### src/rtl/core/lpe_pkg.sv
// ----------------------------------------------------------------------------
// LSB payload extractor package
// Shared types and constants for the front end, the group queue and the
// header/payload back end.
// ----------------------------------------------------------------------------
`default_nettype none

package lpe_pkg;

    localparam int unsigned LANES       = 3;
    localparam int unsigned BYTE_W      = 8;
    localparam int unsigned PHASE_W     = 2;
    localparam int unsigned HCOUNT_W    = 5;
    localparam int unsigned OUT_LEN_W   = 32;
    localparam int unsigned QUEUE_DEPTH = 2;
    localparam int unsigned QUEUE_AW    = (QUEUE_DEPTH > 1) ? $clog2(QUEUE_DEPTH) : 1;
    localparam int unsigned QUEUE_CW    = $clog2(QUEUE_DEPTH + 1);

    localparam logic [PHASE_W-1:0]  PHASE_FIRST = 2'd0;
    localparam logic [PHASE_W-1:0]  PHASE_LAST  = 2'd3;
    localparam logic [1:0]          BYTE_LAST   = 2'd2;
    localparam logic [HCOUNT_W-1:0] HCOUNT_MAX  = 5'd31;

    // Parser modes.
    localparam logic [1:0] MODE_HEADER  = 2'd0;
    localparam logic [1:0] MODE_PAYLOAD = 2'd1;
    localparam logic [1:0] MODE_DONE    = 2'd2;
    localparam logic [1:0] MODE_HALT    = 2'd3;

    localparam logic [BYTE_W-1:0] CHAR_TEXT = 8'h3C;
    localparam logic [BYTE_W-1:0] CHAR_FILE = 8'h3E;
    localparam logic [BYTE_W-1:0] CHAR_ZERO = 8'h30;
    localparam logic [BYTE_W-1:0] CHAR_NINE = 8'h39;

    typedef struct packed {
        logic                               restart;
        logic [LANES-1:0][BYTE_W-1:0]       bytes;
    } group_t;

    typedef struct packed {
        logic [BYTE_W-1:0]    payload_byte;
        logic                 byte_valid;
        logic                 is_file;
        logic [OUT_LEN_W-1:0] payload_length;
        logic                 end_of_payload;
        logic                 header_error;
        logic                 last;
    } result_t;

    typedef struct packed {
        logic push;
        logic pop;
    } queue_ctrl_t;

    typedef struct packed {
        logic full;
        logic empty;
    } queue_status_t;

endpackage

`default_nettype wire

### src/rtl/core/lpe_front.sv
// ----------------------------------------------------------------------------
// LSB payload extractor front end
// Accepts pixels, gathers the two low bits of each component over a group
// of four pixels and pushes the three finished bytes into the group queue.
// ----------------------------------------------------------------------------
`default_nettype none

module lpe_front (
    input  wire logic                        clk,
    input  wire logic                        rst_n,
    input  wire logic                        in_valid,
    output logic                             in_stall,
    input  wire logic                        start_of_image,
    input  wire logic [lpe_pkg::BYTE_W-1:0]  comp_red,
    input  wire logic [lpe_pkg::BYTE_W-1:0]  comp_green,
    input  wire logic [lpe_pkg::BYTE_W-1:0]  comp_blue,
    input  wire lpe_pkg::queue_status_t      q_status,
    output logic                             q_push,
    output lpe_pkg::group_t                  q_wdata
);

    logic [lpe_pkg::PHASE_W-1:0]                     phase_reg;
    logic [lpe_pkg::PHASE_W-1:0]                     phase_next;
    logic                                            restart_reg;
    logic                                            restart_next;
    logic [lpe_pkg::LANES-1:0][lpe_pkg::BYTE_W-1:0]  accum_reg;
    logic [lpe_pkg::LANES-1:0][lpe_pkg::BYTE_W-1:0]  accum_next;
    logic [lpe_pkg::LANES-1:0][1:0]                  low_bits;
    logic [lpe_pkg::PHASE_W-1:0]                     eff_phase;
    logic                                            accept;

    // Only the fourth pixel of a group writes the queue, so stall only then.
    assign in_stall = (phase_reg == lpe_pkg::PHASE_LAST) && q_status.full;
    assign accept   = in_valid && !in_stall;

    // A start of image makes this pixel the first of a new group.
    assign eff_phase = start_of_image ? lpe_pkg::PHASE_FIRST : phase_reg;

    assign low_bits[0] = comp_red[1:0];
    assign low_bits[1] = comp_green[1:0];
    assign low_bits[2] = comp_blue[1:0];

    always_comb
    begin
        for (int j = 0; j < lpe_pkg::LANES; j++)
        begin
            accum_next[j] = (eff_phase == lpe_pkg::PHASE_FIRST) ? '0 : accum_reg[j];
            accum_next[j][2*eff_phase +: 2] = low_bits[j];
        end
        restart_next = (eff_phase == lpe_pkg::PHASE_FIRST) ? start_of_image : restart_reg;
        phase_next   = eff_phase + lpe_pkg::PHASE_W'(1);
    end

    assign q_push          = accept && (eff_phase == lpe_pkg::PHASE_LAST);
    assign q_wdata.restart = restart_next;
    assign q_wdata.bytes   = accum_next;

    always_ff @(posedge clk or negedge rst_n)
    begin
        if (!rst_n)
        begin
            phase_reg   <= lpe_pkg::PHASE_FIRST;
            restart_reg <= 1'b0;
        end
        else if (accept)
        begin
            phase_reg   <= phase_next;
            restart_reg <= restart_next;
        end
    end

    always_ff @(posedge clk)
    begin
        if (accept)
        begin
            accum_reg <= accum_next;
        end
    end

endmodule

`default_nettype wire

### src/rtl/core/lpe_queue.sv
// ----------------------------------------------------------------------------
// LSB payload extractor group queue
// Short first-in first-out queue of byte groups between the front end and
// the back end.
// ----------------------------------------------------------------------------
`default_nettype none

module lpe_queue (
    input  wire logic                   clk,
    input  wire logic                   rst_n,
    input  wire lpe_pkg::queue_ctrl_t   ctrl,
    input  wire lpe_pkg::group_t        wdata,
    output lpe_pkg::group_t             rdata,
    output lpe_pkg::queue_status_t      status
);

    lpe_pkg::group_t                   entry_reg [lpe_pkg::QUEUE_DEPTH];
    logic [lpe_pkg::QUEUE_AW-1:0]      wr_ptr_reg;
    logic [lpe_pkg::QUEUE_AW-1:0]      rd_ptr_reg;
    logic [lpe_pkg::QUEUE_CW-1:0]      count_reg;
    logic [lpe_pkg::QUEUE_AW-1:0]      wr_ptr_next;
    logic [lpe_pkg::QUEUE_AW-1:0]      rd_ptr_next;
    logic [lpe_pkg::QUEUE_CW-1:0]      count_next;
    logic                              do_push;
    logic                              do_pop;

    assign status.full  = (count_reg == lpe_pkg::QUEUE_CW'(lpe_pkg::QUEUE_DEPTH));
    assign status.empty = (count_reg == '0);
    assign do_push      = ctrl.push && !status.full;
    assign do_pop       = ctrl.pop && !status.empty;
    assign rdata        = entry_reg[rd_ptr_reg];

    always_comb
    begin
        wr_ptr_next = wr_ptr_reg;
        rd_ptr_next = rd_ptr_reg;
        if (do_push)
        begin
            wr_ptr_next = (wr_ptr_reg == lpe_pkg::QUEUE_AW'(lpe_pkg::QUEUE_DEPTH - 1))
                          ? '0 : wr_ptr_reg + lpe_pkg::QUEUE_AW'(1);
        end
        if (do_pop)
        begin
            rd_ptr_next = (rd_ptr_reg == lpe_pkg::QUEUE_AW'(lpe_pkg::QUEUE_DEPTH - 1))
                          ? '0 : rd_ptr_reg + lpe_pkg::QUEUE_AW'(1);
        end
        count_next = count_reg + lpe_pkg::QUEUE_CW'(do_push) - lpe_pkg::QUEUE_CW'(do_pop);
    end

    always_ff @(posedge clk or negedge rst_n)
    begin
        if (!rst_n)
        begin
            wr_ptr_reg <= '0;
            rd_ptr_reg <= '0;
            count_reg  <= '0;
        end
        else
        begin
            wr_ptr_reg <= wr_ptr_next;
            rd_ptr_reg <= rd_ptr_next;
            count_reg  <= count_next;
        end
    end

    always_ff @(posedge clk)
    begin
        if (do_push)
        begin
            entry_reg[wr_ptr_reg] <= wdata;
        end
    end

endmodule

`default_nettype wire

### src/rtl/core/lpe_back.sv
// ----------------------------------------------------------------------------
// LSB payload extractor back end
// Walks each queued group's three bytes, one per cycle unless stalled, parses
// the decimal length header and emits payload bytes into the output register.
// ----------------------------------------------------------------------------
`default_nettype none

module lpe_back #(
    parameter int HEADER_LIMIT = 16,
    parameter int LENGTH_BITS  = 32
) (
    input  wire logic                    clk,
    input  wire logic                    rst_n,
    input  wire lpe_pkg::group_t         q_rdata,
    input  wire lpe_pkg::queue_status_t  q_status,
    output logic                         q_pop,
    output logic                         out_valid,
    input  wire logic                    out_stall,
    output lpe_pkg::result_t             result
);

    localparam int PROD_W = LENGTH_BITS + 4;
    localparam int EXT_W  = (LENGTH_BITS > lpe_pkg::OUT_LEN_W) ? LENGTH_BITS
                                                                : lpe_pkg::OUT_LEN_W;

    logic [1:0]                      idx_reg;
    logic [1:0]                      mode_reg;
    logic [LENGTH_BITS-1:0]          length_reg;
    logic [lpe_pkg::HCOUNT_W-1:0]    hcount_reg;
    logic [LENGTH_BITS-1:0]          emitted_reg;
    logic                            file_reg;
    logic                            out_valid_reg;
    lpe_pkg::result_t                result_reg;

    logic [1:0]                      cur_mode;
    logic [LENGTH_BITS-1:0]          cur_length;
    logic [lpe_pkg::HCOUNT_W-1:0]    cur_hcount;
    logic [LENGTH_BITS-1:0]          cur_emitted;
    logic                            cur_file;

    logic [1:0]                      mode_next;
    logic [LENGTH_BITS-1:0]          length_next;
    logic [lpe_pkg::HCOUNT_W-1:0]    hcount_next;
    logic [LENGTH_BITS-1:0]          emitted_next;
    logic                            file_next;
    logic [1:0]                      idx_next;

    logic [lpe_pkg::BYTE_W-1:0]      cur_byte;
    logic [lpe_pkg::BYTE_W-1:0]      digit_full;
    logic [3:0]                      digit;
    logic                            is_digit;
    logic                            is_term;
    logic [PROD_W-1:0]               prod;
    logic                            overflow;
    logic [EXT_W-1:0]                len_ext;
    logic                            out_free;
    logic                            step;
    logic                            restart_now;

    logic                            produce;
    logic                            res_valid;
    logic                            res_end;
    logic                            res_err;
    lpe_pkg::result_t                result_next;

    assign out_free    = !out_valid_reg || !out_stall;
    assign step        = !q_status.empty && out_free;
    assign q_pop       = step && (idx_reg == lpe_pkg::BYTE_LAST);
    assign restart_now = q_rdata.restart && (idx_reg == 2'd0);
    assign cur_byte    = q_rdata.bytes[idx_reg];

    // The first byte of a group that began an image sees the state cleared.
    assign cur_mode    = restart_now ? lpe_pkg::MODE_HEADER : mode_reg;
    assign cur_length  = restart_now ? '0 : length_reg;
    assign cur_hcount  = restart_now ? '0 : hcount_reg;
    assign cur_emitted = restart_now ? '0 : emitted_reg;
    assign cur_file    = restart_now ? 1'b0 : file_reg;

    assign is_term    = (cur_byte == lpe_pkg::CHAR_TEXT) || (cur_byte == lpe_pkg::CHAR_FILE);
    assign is_digit   = (cur_byte >= lpe_pkg::CHAR_ZERO) && (cur_byte <= lpe_pkg::CHAR_NINE);
    assign digit_full = cur_byte - lpe_pkg::CHAR_ZERO;
    assign digit      = digit_full[3:0];

    // length * 10 + digit, with four spare bits to spot an overflow.
    assign prod = ({4'b0, cur_length} << 3) + ({4'b0, cur_length} << 1)
                  + PROD_W'(digit);
    assign overflow = |prod[PROD_W-1:LENGTH_BITS];

    always_comb
    begin
        mode_next    = cur_mode;
        length_next  = cur_length;
        hcount_next  = cur_hcount;
        emitted_next = cur_emitted;
        file_next    = cur_file;
        produce      = 1'b0;
        res_valid    = 1'b0;
        res_end      = 1'b0;
        res_err      = 1'b0;

        unique case (cur_mode)
            lpe_pkg::MODE_HEADER:
            begin
                if (cur_hcount != lpe_pkg::HCOUNT_MAX)
                begin
                    hcount_next = cur_hcount + lpe_pkg::HCOUNT_W'(1);
                end
                if (is_term)
                begin
                    file_next = (cur_byte == lpe_pkg::CHAR_FILE);
                    mode_next = lpe_pkg::MODE_PAYLOAD;
                    if (cur_length == '0)
                    begin
                        produce   = 1'b1;
                        res_end   = 1'b1;
                        mode_next = lpe_pkg::MODE_DONE;
                    end
                end
                else if (is_digit && !overflow)
                begin
                    length_next = prod[LENGTH_BITS-1:0];
                end
                else
                begin
                    produce   = 1'b1;
                    res_err   = 1'b1;
                    mode_next = lpe_pkg::MODE_HALT;
                end
                // Overlong header check once the whole group is consumed.
                if ((idx_reg == lpe_pkg::BYTE_LAST) && (mode_next == lpe_pkg::MODE_HEADER)
                    && (hcount_next >= lpe_pkg::HCOUNT_W'(HEADER_LIMIT)))
                begin
                    produce   = 1'b1;
                    res_err   = 1'b1;
                    mode_next = lpe_pkg::MODE_HALT;
                end
            end
            lpe_pkg::MODE_PAYLOAD:
            begin
                emitted_next = cur_emitted + LENGTH_BITS'(1);
                produce      = 1'b1;
                res_valid    = 1'b1;
                if (emitted_next >= cur_length)
                begin
                    res_end   = 1'b1;
                    mode_next = lpe_pkg::MODE_DONE;
                end
            end
            lpe_pkg::MODE_DONE,
            lpe_pkg::MODE_HALT:
            begin
                produce = 1'b0;
            end
            default:
            begin
                produce = 1'b0;
            end
        endcase
    end

    assign len_ext = EXT_W'(length_next);

    always_comb
    begin
        result_next.payload_byte   = res_valid ? cur_byte : '0;
        result_next.byte_valid     = res_valid;
        result_next.is_file        = res_err ? 1'b0 : file_next;
        result_next.payload_length = res_err ? '0 : len_ext[lpe_pkg::OUT_LEN_W-1:0];
        result_next.end_of_payload = res_end;
        result_next.header_error   = res_err;
        // No later byte of the group can give a result once the parser stops.
        result_next.last           = (idx_reg == lpe_pkg::BYTE_LAST)
                                     || (mode_next == lpe_pkg::MODE_DONE)
                                     || (mode_next == lpe_pkg::MODE_HALT);
    end

    assign idx_next = (idx_reg == lpe_pkg::BYTE_LAST) ? 2'd0 : idx_reg + 2'd1;

    always_ff @(posedge clk or negedge rst_n)
    begin
        if (!rst_n)
        begin
            idx_reg       <= 2'd0;
            mode_reg      <= lpe_pkg::MODE_HEADER;
            length_reg    <= '0;
            hcount_reg    <= '0;
            emitted_reg   <= '0;
            file_reg      <= 1'b0;
            out_valid_reg <= 1'b0;
        end
        else
        begin
            if (step)
            begin
                idx_reg     <= idx_next;
                mode_reg    <= mode_next;
                length_reg  <= length_next;
                hcount_reg  <= hcount_next;
                emitted_reg <= emitted_next;
                file_reg    <= file_next;
            end
            if (out_free)
            begin
                out_valid_reg <= step && produce;
            end
        end
    end

    always_ff @(posedge clk)
    begin
        if (out_free && step && produce)
        begin
            result_reg <= result_next;
        end
    end

    assign out_valid = out_valid_reg;
    assign result    = result_reg;

endmodule

`default_nettype wire

### src/rtl/core/lsb_payload_extractor_top.sv
// Path: an accepted fourth pixel writes its group into the queue; the back end then
// takes bytes 0 to 2 in order and registers each result in the output register.
// Throughput: one pixel per cycle while in_stall is low; the back end takes the
// three bytes of each group in turn, and a two-entry group queue absorbs jitter.
// Reset: asynchronous and active low; it empties the queue and output register
// and puts the parser in header mode.
// ----------------------------------------------------------------------------
// LSB payload extractor top level
// Recovers a length-prefixed payload hidden in the two low bits of the color
// components of an RGB pixel stream.
// ----------------------------------------------------------------------------
`default_nettype none

module lsb_payload_extractor_top #(
    parameter int HEADER_LIMIT = 16,
    parameter int LENGTH_BITS  = 32
) (
    input  wire logic                           clk,
    input  wire logic                           rst_n,
    input  wire logic                           in_valid,
    output logic                                in_stall,
    input  wire logic                           start_of_image,
    input  wire logic [lpe_pkg::BYTE_W-1:0]     comp_red,
    input  wire logic [lpe_pkg::BYTE_W-1:0]     comp_green,
    input  wire logic [lpe_pkg::BYTE_W-1:0]     comp_blue,
    output logic                                out_valid,
    input  wire logic                           out_stall,
    output logic [lpe_pkg::BYTE_W-1:0]          payload_byte,
    output logic                                byte_valid,
    output logic                                is_file,
    output logic [lpe_pkg::OUT_LEN_W-1:0]       payload_length,
    output logic                                end_of_payload,
    output logic                                header_error,
    output logic                                last
);

    lpe_pkg::queue_ctrl_t    q_ctrl;
    lpe_pkg::queue_status_t  q_status;
    lpe_pkg::group_t         q_wdata;
    lpe_pkg::group_t         q_rdata;
    lpe_pkg::result_t        result;
    logic                    q_push;
    logic                    q_pop;

    lpe_front u_front (
        .clk            (clk),
        .rst_n          (rst_n),
        .in_valid       (in_valid),
        .in_stall       (in_stall),
        .start_of_image (start_of_image),
        .comp_red       (comp_red),
        .comp_green     (comp_green),
        .comp_blue      (comp_blue),
        .q_status       (q_status),
        .q_push         (q_push),
        .q_wdata        (q_wdata)
    );

    assign q_ctrl.push = q_push;
    assign q_ctrl.pop  = q_pop;

    lpe_queue u_queue (
        .clk    (clk),
        .rst_n  (rst_n),
        .ctrl   (q_ctrl),
        .wdata  (q_wdata),
        .rdata  (q_rdata),
        .status (q_status)
    );

    lpe_back #(
        .HEADER_LIMIT (HEADER_LIMIT),
        .LENGTH_BITS  (LENGTH_BITS)
    ) u_back (
        .clk       (clk),
        .rst_n     (rst_n),
        .q_rdata   (q_rdata),
        .q_status  (q_status),
        .q_pop     (q_pop),
        .out_valid (out_valid),
        .out_stall (out_stall),
        .result    (result)
    );

    assign payload_byte   = result.payload_byte;
    assign byte_valid     = result.byte_valid;
    assign is_file        = result.is_file;
    assign payload_length = result.payload_length;
    assign end_of_payload = result.end_of_payload;
    assign header_error   = result.header_error;
    assign last           = result.last;

endmodule

`default_nettype wire

### config.mk
export PLATFORM = sky130hd
export DESIGN_NAME = lsb_payload_extractor_top
export DESIGN_NICKNAME = d
export VERILOG_FILES = /design/src/rtl/core/lpe_pkg.sv /design/src/rtl/core/lpe_front.sv /design/src/rtl/core/lpe_queue.sv /design/src/rtl/core/lpe_back.sv /design/src/rtl/core/lsb_payload_extractor_top.sv
export SDC_FILE = /design/constraint.sdc
export NUM_CORES = 1
export LEC_CHECK = 0
export BUFFER_PORTS_ARGS = -buffer_cell sky130_fd_sc_hd__buf_2
export CORE_ASPECT_RATIO = 1.5
export CORE_MARGIN = 2
export CORE_UTILIZATION = 30
export CTS_CLUSTER_DIAMETER = 200
export CTS_CLUSTER_SIZE = 28
export DETAILED_ROUTE_END_ITERATION = 16
export PLACE_DENSITY_LB_ADDON = 0.05
export SYNTH_ARGS = -nofsm -noshare
export SYNTH_HDL_FRONTEND = slang
export SYNTH_SLANG_ARGS = --single-unit
### constraint.sdc
create_clock -name clk -period 8.8 [get_ports clk]
set_clock_uncertainty 0.2 [all_clocks]
set_input_delay 0.88 -clock clk [delete_from_list [all_inputs] [get_ports clk]]
set_output_delay 0.88 -clock clk [all_outputs]
set_load 0.01 [all_outputs]
After elaboration in Yosys (flattened, before gate mapping) --
Memory sizes are Yosys's and may differ from the RTL's. Index checks and enable logic that the tools add are counted.
Word-level totals: register bits 151, latch bits 0, memory bits (writable) 50, memory bits (read-only) 0, memories 1
Operators by class: add/sub/neg operators 12, $mul 0, div/mod/pow operators 0, magnitude comparators 5, eq/ne operators 12, shift-type cells 4, multiplexer cells 48, bitwise logic cells 0, reductions and logical operators 33
Memory list:
- u_queue.entry_reg | words 2, width 25, read ports 1, clocked after memory_dff 0, write ports 1, RTL line lpe_queue.sv:17 | lpe_pkg::group_t entry_reg [lpe_pkg::QUEUE_DEPTH];
Operators with widths (count):
- $mux 32 | 6
- $shiftx 2x34->8 | 3
- $add 35x33->36 | 1
- $add 36x4->36 | 1
- $neg 3->34 | 1
- $shift 2x34->8 const A | 1
- $add 32x1->32 const B | 1
- $ge 32x32->1 | 1
- $logic_not 32->1 | 1
- $mux 8 | 4
- $bwmux 8 | 3
- $mux 5 | 4
- $mux 1 | 18
- $mux 2 | 9
- $bmux 8 s2 | 1
- $eq 2x2->1 const B | 8
- $eq 8x6->1 const B | 2
- $logic_and 1x1->1 | 15
- $logic_not 2->1 | 5
- $ge 8x6->1 const B | 1
- $le 8x6->1 const B | 1
- $logic_not 1->1 | 6
- $add 5x1->5 const B | 1
- $ge 5x5->1 const B | 1
- 14 further kinds | 19

Depth between registers and ports, before layout --
Gate-level depths: netlist (run 1).
depth after elaboration 19, mapped depth 28

Hierarchy --
A second synthesis (run 1) with hierarchy kept.
Second synthesis, totals: cell total of the unflattened synthesis 1273, area, all modules 12868.6 um^2
Modules (own cells, without submodules):
- lpe_back | instances 1, cells each 1059, area an instance 9374.0 um^2, sequential area each 3228.1 um^2
- lpe_queue | instances 1, cells each 96, area an instance 2105.8 um^2, sequential area each 1601.5 um^2
- lpe_front | instances 1, cells each 118, area an instance 1388.8 um^2, sequential area each 795.8 um^2

Worst setup path before layout (run 1) --
OpenSTA, ideal clock, no wires.
kind register to register, from reg u_back.idx_reg[1], to reg u_back.result_reg, in the netlist u_back.result[0] (enable), library setup time 0.477 ns, data arrival time 6.868 ns, data required time 8.123 ns, slack 1.255 ns, cell stages (with the launch flop) 19, path buffers 5, period minus slack after synthesis 7.545 ns, cells stage by stage dfrtp_1 -> buf_2 -> or3_1 -> clkbuf_1 -> clkbuf_1 -> clkbuf_1 -> clkbuf_1 -> nand2_1 -> fa_1 -> fa_1 -> nor2b_1 -> o2111ai_1 -> a21o_1 -> o31a_1 -> o21ba_2 -> a221oi_1 -> a2111oi_4 -> a21o_1 -> a31oi_1
Between the ends: word-level cells in the longest chain between the ends 17, elaborated cells between the ends (all ways) 44, those cells by class 4 x add/sub; 3 x order compare; 7 x eq/ne; 16 x mux; 14 x reduce/logical
Ends and longest elaborated chain:
- start, declared | RTL line lpe_back.sv:26 | logic [1:0] idx_reg;
- start signal, assigned | RTL line lpe_back.sv:195 | idx_reg <= idx_next;
- $logic_not 2->1 | RTL line lpe_back.sv:69 | assign restart_now = q_rdata.restart && (idx_reg == 2'd0);
- $logic_and 1x1->1 | RTL line lpe_back.sv:69
- $mux 32 | RTL line lpe_back.sv:74 | assign cur_length = restart_now ? '0 : length_reg;
- $add 35x33->36 | RTL line lpe_back.sv:85 | assign prod = ({4'b0, cur_length} << 3) + ({4'b0, cur_length} << 1)
- $add 36x4->36 | RTL line lpe_back.sv:86 | + PROD_W'(digit);
- $reduce_or 4->1 | RTL line lpe_back.sv:87 | assign overflow = |prod[PROD_W-1:LENGTH_BITS];
- $logic_not 1->1 | RTL line lpe_back.sv:119 | else if (is_digit && !overflow)
- $logic_and 1x1->1 | RTL line lpe_back.sv:119
- $mux 2 | RTL line lpe_back.sv:119
- $mux 2 | RTL line lpe_back.sv:108 | if (is_term)
- $mux 2 | RTL line lpe_back.sv:101 | unique case (cur_mode)
- $logic_not 2->1 | RTL line lpe_back.sv:130 | if ((idx_reg == lpe_pkg::BYTE_LAST) && (mode_next == lpe_pkg::MODE_HEADER)
- $logic_and 1x1->1 | RTL line lpe_back.sv:130
- $logic_and 1x1->1 | RTL line lpe_back.sv:131 | && (hcount_next >= lpe_pkg::HCOUNT_W'(HEADER_LIMIT)))
- $mux 1 | RTL line lpe_back.sv:130
- $pmux 1 s3 (*) | RTL line lpe_back.sv:101
- $logic_and 1x1->1 (*) | RTL line lpe_back.sv:211 | if (out_free && step && produce)
- end signal, assigned | RTL line lpe_back.sv:213 | result_reg <= result_next;
- end, declared | RTL line lpe_back.sv:33 | lpe_pkg::result_t result_reg;
Every way passes the cells marked *; elsewhere a longest branch is shown, timed or not. The select of a mux whose other input is x is not followed. A chain may end at the register's enable or synchronous reset.

Final worst setup path (run 1) --
from reg u_back.idx_reg[1], to reg u_back.result_reg, in the netlist u_back.result[4] (data pin)
Between the ends: word-level cells in the longest chain between the ends 16, elaborated cells between the ends (all ways) 41, those cells by class 4 x add/sub; 3 x order compare; 4 x eq/ne; 18 x mux; 12 x reduce/logical
Ends and longest elaborated chain (RTL line):
- $logic_not 2->1 | lpe_back.sv:69
- $logic_and 1x1->1 | lpe_back.sv:69
- $mux 32 | lpe_back.sv:74
- $add 35x33->36 | lpe_back.sv:85
- $add 36x4->36 | lpe_back.sv:86
- $reduce_or 4->1 | lpe_back.sv:87
- $logic_not 1->1 | lpe_back.sv:119
- $logic_and 1x1->1 | lpe_back.sv:119
- $mux 2 | lpe_back.sv:119
- $mux 2 | lpe_back.sv:108
- $mux 2 | lpe_back.sv:101
- $logic_not 2->1 | lpe_back.sv:130
- $logic_and 1x1->1 | lpe_back.sv:130
- $logic_and 1x1->1 | lpe_back.sv:131
- $mux 1 | lpe_back.sv:130
- $mux 1 | lpe_back.sv:101
Several ways; a longest one is shown, not always the timed one. The select of a mux whose other input is x is not followed.

==> results of run 1 <==
==> how the worst max path moves through the flow <==
stage	endpoint	slack, ns	from
global route	u_back.result[0]	1.25	u_queue.rd_ptr_reg
global placement	u_back.result[4]	1.62	u_back.idx_reg[1]
finish	u_back.result[4]	1.69	u_back.idx_reg[1]
CTS	u_back.result[4]	1.58	u_back.idx_reg[1]
floorplan	u_back.result[0]	1.26	u_back.idx_reg[1]
detailed placement	u_back.result[4]	1.61	u_back.idx_reg[1]
==> cells in the mapped netlist (7+ instances only) <==
| library cell | count |
|---|---|
| a211oi_1 | 9 |
| a21o_1 | 21 |
| a21oi_1 | 99 |
| a221oi_1 | 7 |
| a22o_1 | 35 |
| a31oi_1 | 12 |
| and2_1 | 9 |
| and3_1 | 17 |
| buf_2 | 9 |
| clkbuf_1 | 43 |
| dfrtp_1 | 82 |
| edfxtp_1 | 119 |
| ha_1 | 105 |
| inv_1 | 58 |
| mux2_2 | 14 |
| nand2_1 | 201 |
| nand2b_1 | 10 |
| nand3_1 | 23 |
| nand4_1 | 21 |
| nor2_1 | 76 |
| nor2b_1 | 8 |
| nor3_1 | 13 |
| nor4_1 | 12 |
| o211ai_1 | 11 |
| o21ai_0 | 80 |
| o2bb2ai_1 | 28 |
| or3_1 | 9 |
| xnor2_1 | 37 |
| xor2_1 | 20 |
==> through the flow <==
step	instances	hold WS, ns
floorplan	1272	0.250
global placement	1797	0.269
detailed placement	1797	0.278
CTS	1814	0.155
global route	1814	0.153
finish	1814	0.135
==> per-layer routing <==
layer	track usage, %	share of wire [%]	vias up
li1	-	-	4714
met4	6.01	3.3	0
met1	19.9	40	4688
met3	1.70	2.4	45
met5	0	0	-
met2	34.1	54	126
==> layout make-up <==
class / count / area (um^2)
Clock buffer: 16 / 294
Sequential cell: 201 / 5630
Timing Repair Buffer: 75 / 423
Clock inverter: 1 / 30.0
Tap cell: 511 / 639
Inverter: 59 / 221
Fill cell: 4176 / 27300
Multi-Input combinational cell: 951 / 6340
==> logic make-up after synthesis <==
| kind of cell | Yosys count |
|---|---|
| compound gates | 357 |
| xor+xnor | 57 |
| fa+ha+maj | 107 |
| buf+inv | 120 |
| flops | 201 |
| mux | 20 |
| simple gates | 410 |
==> power by group <==
group | switching (uW) | internal, uW | total [uW]
sequential | 99.5 | 1230 | 1330
combinational | 941 | 419 | 1360
clock | 341 | 243 | 585
total | 1380 | 1890 | 3270
==> results.yml, run 1 <==
critical_path:
  cp-end-kind: "flop"
  cp.buffers_inverters: 3
  path_class: "flop to flop"
  path_delay_family: "compound AO/OA/AOI/OAI gates"
  cpPeakStageDelay_ns: 0.73
  r2r-end: "u_back.result[4]"
  cp_max_fo: 13
  required_ns: 8.92
  reg2reg_depth: 18
  r2r-start: "u_back.idx_reg[1]"
  start_kind: "flop"
  crit_chain: "mux2_2 -> a221o_1 -> o21ai_1 -> fa_1 -> fa_1 -> nor2b_1 -> o2111ai_1 -> a211oi_1 -> o31ai_1 -> buf_4 -> nor3_1 -> o21ai_0 -> a2111oi_4 -> and2_1 -> buf_4 -> buf_4 -> nand2_1 -> a21oi_1"
  critPathSlowestCell: "dfrtp_1"
  crit_cells: 18
  worstPathArrival_ns: 7.23
  path_common_cell: "buf_4"
  r2r_slack_ns: 1.69
grt:
  grt_pass1_wl_um: 58400
  grt_pass1_vias: 10100
  grt_overflow: 0
  antenna_found_initial: 0
  grt_max_degree: 64
  track_usage_pct: 17.6
power_and_ir_drop:
  ir_drop_v: 0.000162
  power.density_nw_per_um2: 241
  leakage_uw: 0.00585
  finalPower_uw: 3270
synthesis:
  synth_area_um2: 12400
  synth_flop_cell: "edfxtp_1"
  muxShareOfSynthArea_pct: 1.76
  yosys_warnings: 0
  yosys.area.top_type: "edfxtp_1"
  yosys-top-cells-area: "edfxtp_1, dfrtp_1, ha_1"
  netlist_instances: 1272
  synth_edf_count: 119
  synth_xor_xnor_area_share_pct: 4.03
  synth_simple_gate_area_share_pct: 14.9
  synth_compound_area_share_pct: 19.1
  synth-adder-area-share_pct: 10.9
  synth_top_family_by_area: "compound AO/OA/AOI/OAI gates"
  synth-seq-area-share_pct: 45.4
  ys_async_sr_fraction_pct: 40.8
  synthesis.nets: 1408
  yosysUniqueCellTypes: 66
  syn_avg_cell_area_um2: 9.73
  netlist.area_leader.share_pct: 28.9
  synth_seq_cells: 201
drt:
  num_vias: 9573
  drt_iter0_markers: 508
  drc: 0
  drt-vias-per-instance: 5.28
  drt_pass1_iterations: 5
  wl_per_cell_um: 20.6
  ant_nets: 0
  drt-total-wl_um: 37400
sta:
  rsz0062_at_grt: "no"
  setup_ws_ns: 1.69
  finalCriticalPeriod_ns: 7.11
  setup_viol: 0
  min_period_over_period_pct: 80.8
  finalHoldViolations: 0
  slew_viol_final: 0
  slew_headroom_pct: 22.4
  finalSetupTns_ns: 0
  fmax_mhz: 141
  tightest_slew_ns: 1.16
clock_network:
  clk_root_buffer_cell: "clkbuf_16"
  cts_tree: "done"
  clkTransAtPathRegs_ns: 0.13
  cts_sinks: 201
  clk_path_buf_depth: 3
  clk_latency_ns: 0.49
  cts_buffers: 11
  cts_resized: 0
  hold_buffers: 0
  h-tree-depth: 1
  post-cts-setup-buffers: 0
cells_and_area:
  syn_to_final_growth_pct: 9.68
  postLayoutCellArea_um2: 13600
  nets: 1435
  layout_commonest_cell: "nand2_1"
  largest_reg_flops: 50
  final_core_util_pct: 33.2
  drive_above_1_share_pct: 8.83
  final_cell_mix: "nand2_1, edfxtp_1, ha_1"
  num_antenna_cells: 0
placed_design:
  placed_area_um2: 13300
  gp_congestion: 0.801
  pre_cts_ws_ns: 1.61
  port_buffers: 57
  place_hpwl_um: 27900
floorplanning:
  dieArea_um2: 42900
  io_pins: 76
  rows: 91
  fp.coreArea_um2: 40900
  dieHeight_um: 253
  start_util_pct: 30.3
  die-width_um: 170
status:
  outcome: "complete, no violations"
min_path:
  hold_path.class: "primary input to asynchronous set/reset pin"
run:
  max_cap_viol_count: 0
No activity file was read; power rests on OpenSTA's default activity.
==> inputs of run 2 (changes only) <==
- clock period: 8.8 -> 7.2 ns (I/O delays scaled with it)
==> results.yml, run 2 (synthesis gave the netlist of run 1 again) <==
sta:
  setup_ws_ns: 0.926
  finalCriticalPeriod_ns: 6.27
  rsz0062_at_grt: "no"
  finalSetupTns_ns: 0
  fmax_mhz: 159
  finalHoldViolations: 0
  slew_headroom_pct: 31.1
  slew_viol_final: 0
  setup_viol: 0
  min_period_over_period_pct: 87.1
  tightest_slew_ns: 1.03
grt:
  antenna_found_initial: 0
  grt_pass1_wl_um: 58400
  track_usage_pct: 17.5
  grt_pass1_vias: 10000
  grt_max_degree: 64
  grt_overflow: 0
drt:
  drt_pass1_iterations: 7
  drc: 0
  drt-total-wl_um: 37400
  drt-vias-per-instance: 5.24
  num_vias: 9575
  ant_nets: 0
  wl_per_cell_um: 20.4
  drt_iter0_markers: 470
clock_network:
  clkTransAtPathRegs_ns: 0.12
  cts_sinks: 201
  clk_latency_ns: 0.49
  clk_path_buf_depth: 3
  post-cts-setup-buffers: 0
  cts_resized: 0
  cts_buffers: 11
  clk_root_buffer_cell: "clkbuf_16"
  h-tree-depth: 1
  cts_tree: "done"
floorplanning:
  dieArea_um2: 42900
  start_util_pct: 30.3
  rows: 91
  io_pins: 76
  fp.coreArea_um2: 40900
  die-width_um: 170
  dieHeight_um: 253
critical_path:
  start_kind: "flop"
  cp.buffers_inverters: 5
  required_ns: 7.20
  cp_max_fo: 25
  critPathSlowestCell: "a31oi_4"
  path_delay_family: "compound AO/OA/AOI/OAI gates"
  crit_chain: "nor2b_1 -> buf_4 -> a221oi_1 -> or2_2 -> inv_1 -> ha_1 -> ha_1 -> inv_1 -> fa_1 -> nor2b_1 -> o2111ai_1 -> a21o_1 -> o31a_1 -> o21ba_2 -> a221oi_1 -> a2111oi_4 -> buf_4 -> a21o_1 -> a31oi_4 -> buf_12"
  worstPathArrival_ns: 6.27
  cp-end-kind: "flop"
  cpPeakStageDelay_ns: 0.67
  path_class: "flop to flop"
cells_and_area:
  syn_to_final_growth_pct: 11.1
  drive_above_1_share_pct: 9.72
  layout_commonest_cell: "nand2_1"
  num_antenna_cells: 0
  nets: 1449
  fill_cells: 4154
  largest_reg_flops: 50
  final_cell_mix: "nand2_1, edfxtp_1, ha_1"
placed_design:
  gp_congestion: 0.811
  place_hpwl_um: 28100
  port_buffers: 57
  pre_cts_ws_ns: 0.818
run:
  max_cap_viol_count: 0
power_and_ir_drop:
  ir_drop_v: 0.000260
  power.density_nw_per_um2: 294
  leakage_uw: 0.00594
min_path:
  hold_path.class: "primary input to flop"
status:
  outcome: "complete, no violations"
==> run 2: layer usage <==
metal	up-vias	GRT usage (%)	routed length, um	share of wire, %
met1	4639	20.4	15300	41
met5	-	0	0	0
li1	4745	-	-	-
met3	42	1.23	792	2.1
met2	149	34.2	20300	54
met4	0	4.35	909	2.4
==> run 2: report_power, final <==
group	internal, uW	total [uW]	switching, uW
combinational	560	1730	1170
clock	297	712	415
sequential	1500	1610	109
==> run 2: final timing paths <==
kind / from / end / slack, ns / cells after the start
min reg2reg: u_back.emitted_reg[31] / u_back.emitted_reg[31] / 0.30 / 1
min: out_stall / u_back.out_valid / 0.23 / 2
max: u_back.idx_reg[0] / u_back.result[11] / 0.93 / 20
min in group asynchronous: rst_n / u_front.phase_reg[0] / 0.48 / 2
max in group asynchronous: rst_n / u_back.hcount_reg[0] / 5.12 / 3
max reg2reg: u_back.idx_reg[0] / u_back.result[11] / 0.93 / 20
==> run 2: cell type report <==
cell class,instances,area (um^2),area share [%]
Sequential cell,201,5630,40.9
Multi-Input combinational cell,951,6340,46.2
Inverter,59,221,1.61
Clock buffer,16,294,2.14
Timing Repair Buffer,89,593,4.31
Tap cell,511,639,4.65
Clock inverter,1,30.0,0.218
==> run 2: per-stage QoR <==
stage	hold WS, ns	cells	area (um^2)	util (%)	total power, uW
floorplan	0.224	1272	12400	-	2670
global placement	0.269	1810	13400	32.8	3390
detailed placement	0.279	1810	13400	32.8	3400
CTS	0.208	1828	13700	33.6	4130
global route	0.227	1828	13700	33.6	4320
finish	0.231	1828	13700	33.6	4040
==> run 2: repair_timing <==
| action | CTS | global route |
|---|---|---|
| hold buffers | 1 | 0 |
| hold endpoints to repair | 25 | 0 |
| endpoints found under the setup margin | 0 | 0 |
